--- config.mk ---
export PLATFORM = sky130hd
export DESIGN_NAME = display_order_hint_lifter
export DESIGN_NICKNAME = d
export VERILOG_FILES = /design/src/design/dohl_pkg.sv /design/src/design/dohl_cell.sv /design/src/design/display_order_hint_lifter.sv
export SDC_FILE = /design/constraint.sdc
export NUM_CORES = 2
export LEC_CHECK = 0
export BUFFER_PORTS_ARGS = -buffer_cell sky130_fd_sc_hd__buf_2
export CAP_MARGIN = 20
export CORE_ASPECT_RATIO = 1.2
export CORE_MARGIN = 10
export CORE_UTILIZATION = 64
export DETAILED_ROUTE_END_ITERATION = 8
export PLACE_DENSITY_LB_ADDON = 0.3
export SLEW_MARGIN = 5
export SYNTH_ARGS = -nofsm -noshare
export SYNTH_HDL_FRONTEND = slang
export SYNTH_SLANG_ARGS = --single-unit
export TNS_END_PERCENT = 1
--- constraint.sdc ---
create_clock -name clk_i -period 12.5 [get_ports clk_i]
set_input_delay 3.75 -clock clk_i [delete_from_list [all_inputs] [get_ports clk_i]]
set_output_delay 3.75 -clock clk_i [all_outputs]
set_load 0.02 [all_outputs]
--- src/design/dohl_pkg.sv ---
`default_nettype none

package dohl_pkg;

  // Frame kinds carried in obu_kind.
  localparam logic [1:0] KIND_OTHER  = 2'd0;
  localparam logic [1:0] KIND_CLK    = 2'd1;
  localparam logic [1:0] KIND_SWITCH = 2'd2;
  localparam logic [1:0] KIND_SEF    = 2'd3;

  // Configuration register indexes.
  localparam logic [1:0] CFG_ORDER_HINT_BITS = 2'd0;
  localparam logic [1:0] CFG_MLAYER_DEP      = 2'd1;
  localparam logic [1:0] CFG_TLAYER_DEP      = 2'd2;

  // Search query broadcast to every slot cell.
  typedef struct packed {
    logic [2:0]  mlayer;
    logic [2:0]  tlayer;
    logic [15:0] mlayer_dep;
    logic [63:0] tlayer_dep;
  } dohl_query_t;

  // Slot update broadcast after a result is formed.
  typedef struct packed {
    logic       en;
    logic       clear;
    logic       mark_rs;
    logic [2:0] mlayer;
    logic [2:0] tlayer;
  } dohl_upd_t;

endpackage

`default_nettype wire

--- src/design/dohl_cell.sv ---
`default_nettype none

module dohl_cell #(
  parameter int NUM_MLAYERS = 4,
  parameter int NUM_TLAYERS = 4,
  parameter int ORDER_WIDTH = 40
) (
  input  logic                     clk_i,
  input  logic                     rst_ni,
  input  dohl_pkg::dohl_query_t    query_i,
  input  dohl_pkg::dohl_upd_t      upd_i,
  input  logic                     refresh_i,
  input  logic [ORDER_WIDTH-1:0]   order_i,
  input  logic [ORDER_WIDTH-1:0]   best_i,
  output logic [ORDER_WIDTH-1:0]   best_o
);
  import dohl_pkg::*;

  logic                   valid_q, valid_d;
  logic                   rs_q, rs_d;
  logic [ORDER_WIDTH-1:0] order_q;
  logic [2:0]             ml_q;
  logic [2:0]             tl_q;
  logic [ORDER_WIDTH-1:0] best_q, best_d;

  logic       m_chk, t_chk, m_ok, t_ok, elig;
  logic [5:0] m_idx;
  logic [8:0] t_idx;
  logic [ORDER_WIDTH-1:0] cand;

  // Layer checks against the dependency maps.
  always_comb begin
    m_chk = ({1'b0, query_i.mlayer} < 4'(NUM_MLAYERS)) && ({1'b0, ml_q} < 4'(NUM_MLAYERS));
    t_chk = ({1'b0, query_i.mlayer} < 4'(NUM_MLAYERS)) &&
            ({1'b0, query_i.tlayer} < 4'(NUM_TLAYERS)) &&
            ({1'b0, tl_q} < 4'(NUM_TLAYERS));
    m_idx = 6'(query_i.mlayer) * 6'(NUM_MLAYERS) + 6'(ml_q);
    t_idx = (9'(query_i.mlayer) * 9'(NUM_TLAYERS) + 9'(query_i.tlayer)) * 9'(NUM_TLAYERS)
            + 9'(tl_q);
    m_ok  = !m_chk || ((m_idx < 6'd16) && query_i.mlayer_dep[m_idx[3:0]]);
    t_ok  = !t_chk || ((t_idx < 9'd64) && query_i.tlayer_dep[t_idx[5:0]]);
    elig  = valid_q && !rs_q && m_ok && t_ok;
    cand  = elig ? order_q : '0;
    best_d = (cand > best_i) ? cand : best_i;
  end

  // Slot flags: clear on CLK, mark on restricted switch, refresh last.
  always_comb begin
    valid_d = valid_q;
    rs_d    = rs_q;
    if (upd_i.en) begin
      if (upd_i.clear) begin
        valid_d = 1'b0;
        rs_d    = 1'b0;
      end
      if (upd_i.mark_rs && valid_d) begin
        rs_d = 1'b1;
      end
      if (refresh_i) begin
        valid_d = 1'b1;
        rs_d    = 1'b0;
      end
    end
  end

  always_ff @(posedge clk_i or negedge rst_ni) begin
    if (!rst_ni) begin
      valid_q <= 1'b0;
      rs_q    <= 1'b0;
    end else begin
      valid_q <= valid_d;
      rs_q    <= rs_d;
    end
  end

  always_ff @(posedge clk_i) begin
    best_q <= best_d;
    if (upd_i.en && refresh_i) begin
      order_q <= order_i;
      ml_q    <= upd_i.mlayer;
      tl_q    <= upd_i.tlayer;
    end
  end

  assign best_o = best_q;

endmodule

`default_nettype wire

--- src/design/display_order_hint_lifter.sv ---
// From request accept to result valid a request passes the scan, divide, lift and load steps.
// A new request is taken only once the last result has loaded; the reference search walks the
// slot cell chain one cell per cycle, so the slot count sets the pace.
// A finished result waits in the output register while the next request is accepted.
// Reset (rst_ni low, asynchronous): slots invalid, anchor cleared, config at defaults.
`default_nettype none

module display_order_hint_lifter #(
  parameter int NUM_SLOTS   = 8,
  parameter int NUM_MLAYERS = 4,
  parameter int NUM_TLAYERS = 4,
  parameter int ORDER_WIDTH = 40
) (
  input  logic        clk_i,
  input  logic        rst_ni,
  // request channel
  input  logic        in_valid_i,
  output logic        in_stall_o,
  input  logic [1:0]  obu_kind_i,
  input  logic        frame_is_switch_i,
  input  logic        restricted_switch_i,
  input  logic [7:0]  order_hint_lsbs_i,
  input  logic [2:0]  mlayer_id_i,
  input  logic [2:0]  tlayer_id_i,
  input  logic [7:0]  refresh_flags_i,
  // result channel
  output logic        out_valid_o,
  input  logic        out_stall_i,
  output logic [40:0] relative_order_o,
  output logic [39:0] lifted_order_o,
  // configuration write channel
  input  logic        cfg_valid_i,
  output logic        cfg_ready_o,
  input  logic [1:0]  cfg_index_i,
  input  logic [63:0] cfg_data_i
);
  import dohl_pkg::*;

  localparam int CW  = $clog2(NUM_SLOTS + 1);
  localparam int OFW = ORDER_WIDTH + 2;           // signed offset
  localparam int QW  = ORDER_WIDTH + 1;           // quotient plus one
  localparam int SW  = ORDER_WIDTH + 17;          // lifted sum before saturation
  localparam int RW  = (ORDER_WIDTH + 1 > 41) ? ORDER_WIDTH + 1 : 41;
  localparam int LW  = (ORDER_WIDTH > 40) ? ORDER_WIDTH : 40;

  typedef enum logic [2:0] {
    S_IDLE,
    S_SCAN,
    S_DIV,
    S_LIFT,
    S_DONE
  } state_e;

  state_e state_q;

  // Configuration registers.
  logic [3:0]  hint_bits_q;
  logic [15:0] mdep_q;
  logic [63:0] tdep_q;

  // Captured request.
  logic [1:0] kind_q;
  logic       raw_q;
  logic       rs_sw_q;
  logic [7:0] lsbs_q;
  logic [2:0] ml_q;
  logic [2:0] tl_q;
  logic [7:0] flags_q;

  logic [CW-1:0]          cnt_q;
  logic                   add_q;
  logic [QW-1:0]          quot_q;
  logic [ORDER_WIDTH-1:0] lifted_q;
  logic [ORDER_WIDTH-1:0] anchor_q;
  logic                   anchor_set_q;

  logic        out_valid_q;
  logic [40:0] rel_q;
  logic [39:0] lo_q;

  // Cell chain wiring.
  logic [ORDER_WIDTH-1:0] best_chain [NUM_SLOTS+1];
  dohl_query_t            query;
  dohl_upd_t              upd;
  logic                   out_free;
  logic                   load;

  // Lift arithmetic.
  logic [15:0]            half;
  logic signed [OFW-1:0]  offset;
  logic [ORDER_WIDTH-1:0] off_shr;
  logic [SW-1:0]          sum;
  logic [ORDER_WIDTH-1:0] sat;
  logic [ORDER_WIDTH-1:0] anchor_new;
  logic [RW-1:0]          diff;
  logic [LW-1:0]          lifted_ext;

  assign in_stall_o  = (state_q != S_IDLE);
  assign cfg_ready_o = 1'b1;
  assign out_valid_o = out_valid_q;
  assign relative_order_o = rel_q;
  assign lifted_order_o   = lo_q;

  assign out_free = !out_valid_q || !out_stall_i;
  assign load     = (state_q == S_DONE) && out_free;

  // Broadcast the query; it holds still through the whole scan.
  assign query.mlayer     = ml_q;
  assign query.tlayer     = tl_q;
  assign query.mlayer_dep = mdep_q;
  assign query.tlayer_dep = tdep_q;

  // Slot update fires together with the result load.
  assign upd.en      = load;
  assign upd.clear   = (kind_q == KIND_CLK);
  assign upd.mark_rs = (kind_q == KIND_SWITCH) && rs_sw_q;
  assign upd.mlayer  = ml_q;
  assign upd.tlayer  = tl_q;

  // Row of slot cells; the running maximum advances one cell per cycle.
  assign best_chain[0] = '0;
  for (genvar g = 0; g < NUM_SLOTS; g++) begin : g_cell
    logic refresh;
    if (g < 8) begin : g_flag
      assign refresh = flags_q[g];
    end else begin : g_noflag
      assign refresh = 1'b0;
    end
    dohl_cell #(
      .NUM_MLAYERS(NUM_MLAYERS),
      .NUM_TLAYERS(NUM_TLAYERS),
      .ORDER_WIDTH(ORDER_WIDTH)
    ) u_cell (
      .clk_i     (clk_i),
      .rst_ni    (rst_ni),
      .query_i   (query),
      .upd_i     (upd),
      .refresh_i (refresh),
      .order_i   (lifted_q),
      .best_i    (best_chain[g]),
      .best_o    (best_chain[g+1])
    );
  end

  always_comb begin
    // Half the wrap modulus; zero when the modulus is one.
    half    = (hint_bits_q == 4'd0) ? 16'd0 : (16'd1 << (hint_bits_q - 4'd1));
    offset  = $signed({2'b00, best_chain[NUM_SLOTS]}) - $signed(OFW'(half))
              - $signed(OFW'(lsbs_q));
    off_shr = offset[ORDER_WIDTH-1:0] >> hint_bits_q;
    sum     = SW'(lsbs_q) + (add_q ? (SW'(quot_q) << hint_bits_q) : SW'(0));
    // Saturate at the top of the order range.
    sat     = (|sum[SW-1:ORDER_WIDTH]) ? {ORDER_WIDTH{1'b1}} : sum[ORDER_WIDTH-1:0];
    anchor_new = anchor_set_q ? anchor_q : lifted_q;
    diff       = RW'(lifted_q) - RW'(anchor_new);
    lifted_ext = LW'(lifted_q);
  end

  always_ff @(posedge clk_i or negedge rst_ni) begin
    if (!rst_ni) begin
      state_q      <= S_IDLE;
      hint_bits_q  <= 4'd7;
      mdep_q       <= 16'hFFFF;
      tdep_q       <= '1;
      kind_q       <= KIND_OTHER;
      raw_q        <= 1'b0;
      rs_sw_q      <= 1'b0;
      lsbs_q       <= '0;
      ml_q         <= '0;
      tl_q         <= '0;
      flags_q      <= '0;
      cnt_q        <= '0;
      add_q        <= 1'b0;
      quot_q       <= '0;
      lifted_q     <= '0;
      anchor_q     <= '0;
      anchor_set_q <= 1'b0;
      out_valid_q  <= 1'b0;
      rel_q        <= '0;
      lo_q         <= '0;
    end else begin
      // Config writes are to arrive only while idle; the block itself does not enforce this.
      if (cfg_valid_i) begin
        case (cfg_index_i)
          CFG_ORDER_HINT_BITS: hint_bits_q <= cfg_data_i[3:0];
          CFG_MLAYER_DEP:      mdep_q      <= cfg_data_i[15:0];
          CFG_TLAYER_DEP:      tdep_q      <= cfg_data_i;
          default: ;
        endcase
      end

      // Drop the result once the consumer takes it, unless a new one loads now.
      if (out_valid_q && !out_stall_i && !load) begin
        out_valid_q <= 1'b0;
      end

      case (state_q)
        S_IDLE: begin
          if (in_valid_i) begin
            kind_q  <= obu_kind_i;
            // CLK and restricted switch frames keep the raw bits; SEF never does.
            raw_q   <= (obu_kind_i == KIND_CLK) ||
                       ((obu_kind_i != KIND_SEF) && frame_is_switch_i && restricted_switch_i);
            rs_sw_q <= restricted_switch_i;
            lsbs_q  <= order_hint_lsbs_i;
            ml_q    <= mlayer_id_i;
            tl_q    <= tlayer_id_i;
            flags_q <= refresh_flags_i;
            cnt_q   <= '0;
            state_q <= S_SCAN;
          end
        end
        S_SCAN: begin
          // Advance until the maximum has crossed the last cell.
          cnt_q <= cnt_q + CW'(1);
          if (cnt_q == CW'(NUM_SLOTS - 1)) begin
            state_q <= S_DIV;
          end
        end
        S_DIV: begin
          add_q   <= !raw_q && !offset[OFW-1];
          quot_q  <= QW'(off_shr) + QW'(1);
          state_q <= S_LIFT;
        end
        S_LIFT: begin
          lifted_q <= sat;
          state_q  <= S_DONE;
        end
        S_DONE: begin
          // Hold until the output register is free.
          if (out_free) begin
            anchor_q     <= anchor_new;
            anchor_set_q <= 1'b1;
            rel_q        <= diff[40:0];
            lo_q         <= lifted_ext[39:0];
            out_valid_q  <= 1'b1;
            state_q      <= S_IDLE;
          end
        end
        default: state_q <= S_IDLE;
      endcase
    end
  end

endmodule

`default_nettype wire

==> metrics.csv <==
metric,value,unit
I/O pins,181,
YS warnings,0,
Overflow after GRT,0,
Slew @ Worst Pin,1260,ps
dominant cells by area after synthesis,"edfxtp_1 18%, dfxtp_1 11%, dfrtp_1 11%",
FMAX,106,MHz
WHS Path Cells,1,
asr flop ratio synth,32.9,%
Die H,357,um
Final Cycle Share,75.6,%
CTS tree,done,
"Slowest-stage cell, CP",nor4b_1,
total of max-cap violations,0,
clk buf depth,3,
Synth Area in XOR/XNOR,2.59,%
CP Launch Point,hint_bits_q[1]$_DFFE_PN1P_,
Post-Synthesis Cells,5605,
routed wire length,178000,um
"EDFF count, synth",368,
worst min path class,flop to flop,
largest net degree at the start of global routing,105,
largest family of logic cells by synthesized area,multiplexers,
H-Tree Level Count,3,
number of global-route vias before repair,45303,
Total Nets Final,6196,
core footprint,93900,um2
Post-route DRC,0,
r2r endpoint,quot_q[39]$_DFFE_PN0N_,
Hold EP,g_cell[0].u_cell.best_o[4]$_SDFF_PP0_,
Die Width,301,um
post-CTS setup buffer count,0,
maximum fanout along the worst path,47,
CP Class,flop to flop,
worst clock skew,34.2,ps
P&R area growth vs syn,9.78,%
"Clk Latency, worst-skew pair",700,ps
most frequent CP cell,and4_1,
r2r worst-path depth,26,
Synth Area in Simple Gates,14.7,%
Final Setup Violations,0,
Max transition margin,15.8,%
Vias,46033,
vias per cell,6.54,
CTS sink cnt,1026,
arrival time at the worst endpoint,10030,ps
status,finished clean,
Yosys top cell area share,18.2,%
routed len/inst,25.3,um
Netlist cell types,116,
clock root buffer,clkbuf_16,
Port Buffers,179,
min-delay src,g_cell[0].u_cell.order_q[4]$_DFFE_PP_,
required time of the critical path,13070,ps
Worst setup SP type,flop,
layout cells sized above 1,21.4,%
detailed placer's ending HPWL,126000,um
RSZ-0062 raised after global routing,no,
Final Hold Vio Count,0,
post-cts sizing count,0,
Initial DRT Pass Iterations,8,
die area,108000,um2
Worst path max stage delay,1070,ps
Post-Syn Area,60700,um2
Initial DRC Count,4583,
mux share of post-synthesis cell area,17.9,%
Final ANT Viol Nets,0,
post-synthesis sequential area ratio,42.9,%
initial core utilization,64.7,%
r2r setup slk,3050,ps
Mean Syn Cell Area,10.8,um2
RD Place Congestion,0.973,
Setup TNS Final,0,ps
Post-Synth Adder-Cell Area,8.15,%
"Primary FF master, synth",edfxtp_1,
Critical R2R Launch,hint_bits_q[1]$_DFFE_PN1P_,
most area-hungry cell type in the Yosys netlist,edfxtp_1,
min Tclk post-route,9450,ps
"FF+latch count, synth",1026,
row count,123,
Final Slew Violations,0,
cts bufs inserted,100,
Post-CTS Hold Buffers,0,
initial antenna violation count,4,
CP Capture Type,flop,
Total GRT Usage,32.4,%
Worst-path clk slew,70,ps
Synth Area in Compound Gates,9.95,%
first-pass GRT wire length,270000,um
layout by cell type, fill, tap and decap left out, types with 231 or more instances in the layout:
master    synthesis  layout
nand2_1         532     532
mux2_2          394     394
ha_1            389     389
edfxtp_1        368     368
and2_1          344     336
inv_1           333     332
dfxtp_1         320     320
o21ai_0         279     279
dfrtp_1         255     253
mux4_2          237     237
nor2_1          233     231
sequential cells by signal (all words and copies together) (netlist names), 2 cells and up:
| name | count |
|---|---|
| relative_order_o | 41 |
| tdep_q | 64 |
| cnt_q | 4 |
| lifted_order_o | 40 |
| lsbs_q | 8 |
| g_cell.u_cell.order_q | 320 |
| hint_bits_q | 4 |
| mdep_q | 16 |
| anchor_q | 40 |
| g_cell.u_cell.ml_q | 24 |
| ml_q | 3 |
| flags_q | 8 |
| g_cell.u_cell.rs_q | 8 |
| g_cell.u_cell.valid_q | 8 |
| tl_q | 3 |
| lifted_ext | 40 |
| kind_q | 2 |
| g_cell.u_cell.best_o | 320 |
| quot_q | 41 |
| state_q | 3 |
| g_cell.u_cell.tl_q | 24 |
worst max-delay path, delay by kind of cell, from the launching register on:
family	cells	cell delay, ps
xor+xnor	1	180
buf+inv	2	190
flops	1	950
fa+ha+maj	3	970
compound gates	6	1600
simple gates	14	5420
cell families (layout without fill, tap and decap cells):
logic type | count (synthesis) | count (layout)
AO/OA/AOI/OAI | 937 | 937
XOR/XNOR | 179 | 179
adder cells (fa/ha/maj) | 393 | 393
buffers and inverters | 601 | 788
flip-flops | 1026 | 1026
multiplexers | 742 | 742
other | 1 | 3
AND/OR/NAND/NOR | 1726 | 1726
cells in the mapped netlist, types with 66 or more instances:
library cell / number
nand3_1: 95
and2_1: 344
nor2_1: 233
clkbuf_1: 211
xnor2_1: 97
nand2b_1: 66
a21oi_1: 216
nand4_1: 95
ha_1: 389
dfxtp_1: 320
nand2_1: 532
xor2_1: 81
mux2_2: 394
dfrtp_1: 255
inv_1: 333
mux4_2: 237
mux2i_1: 111
dfstp_2: 83
o21ai_0: 279
nor2b_1: 73
edfxtp_1: 368
a21o_1: 84
nor3_1: 82
final cells by class:
cell class              instances  area, um2
repair buffers                265       1760
inverters                     334       1250
diodes                          1       2.50
clock inverters                40        544
clock buffers                 149       2950
flip-flops and latches       1026      26000
fillers                      6631      27200
multi-input cells            3979      32500
well taps                    1250       1560
worst max-delay path by stage:
stage	end	slack, ps	depth (start not counted)
final	quot_q[39]$_DFFE_PN0N_	3050	26
after global routing	quot_q[34]$_DFFE_PN0N_	2590	30
after CTS	quot_q[34]$_DFFE_PN0N_	3320	30
after detailed placement	quot_q[31]$_DFFE_PN0N_	3400	26
after global placement	quot_q[34]$_DFFE_PN0N_	3640	30
after floorplan	quot_q[33]$_DFFE_PN0N_	3710	33
metrics by stage:
stage,instances,instance area (um2),worst slack (ps),util [%],hold slack [ps]
finish,7044,66600,3050,71.0,440
global placement,6841,62800,3640,66.9,423
floorplan,5606,60700,3710,-,420
CTS,7031,66400,3320,70.7,441
detailed placement,6842,62900,3400,67.0,427
global route,7043,66600,2590,71.0,455
metal layers:
layer	wire (um)	GRT usage (%)	up-vias	part of all wire [%]
met5	13	0	-	0.0073
met4	9730	16.0	2	5.5
met3	14800	5.98	520	8.3
met2	84900	52.9	2287	48
met1	68700	41.1	22544	39
li1	-	-	20680	-
Power is left out: the tool's default activity adds up to more than one toggle a clock period on the data nets, which glitch-free logic cannot reach.
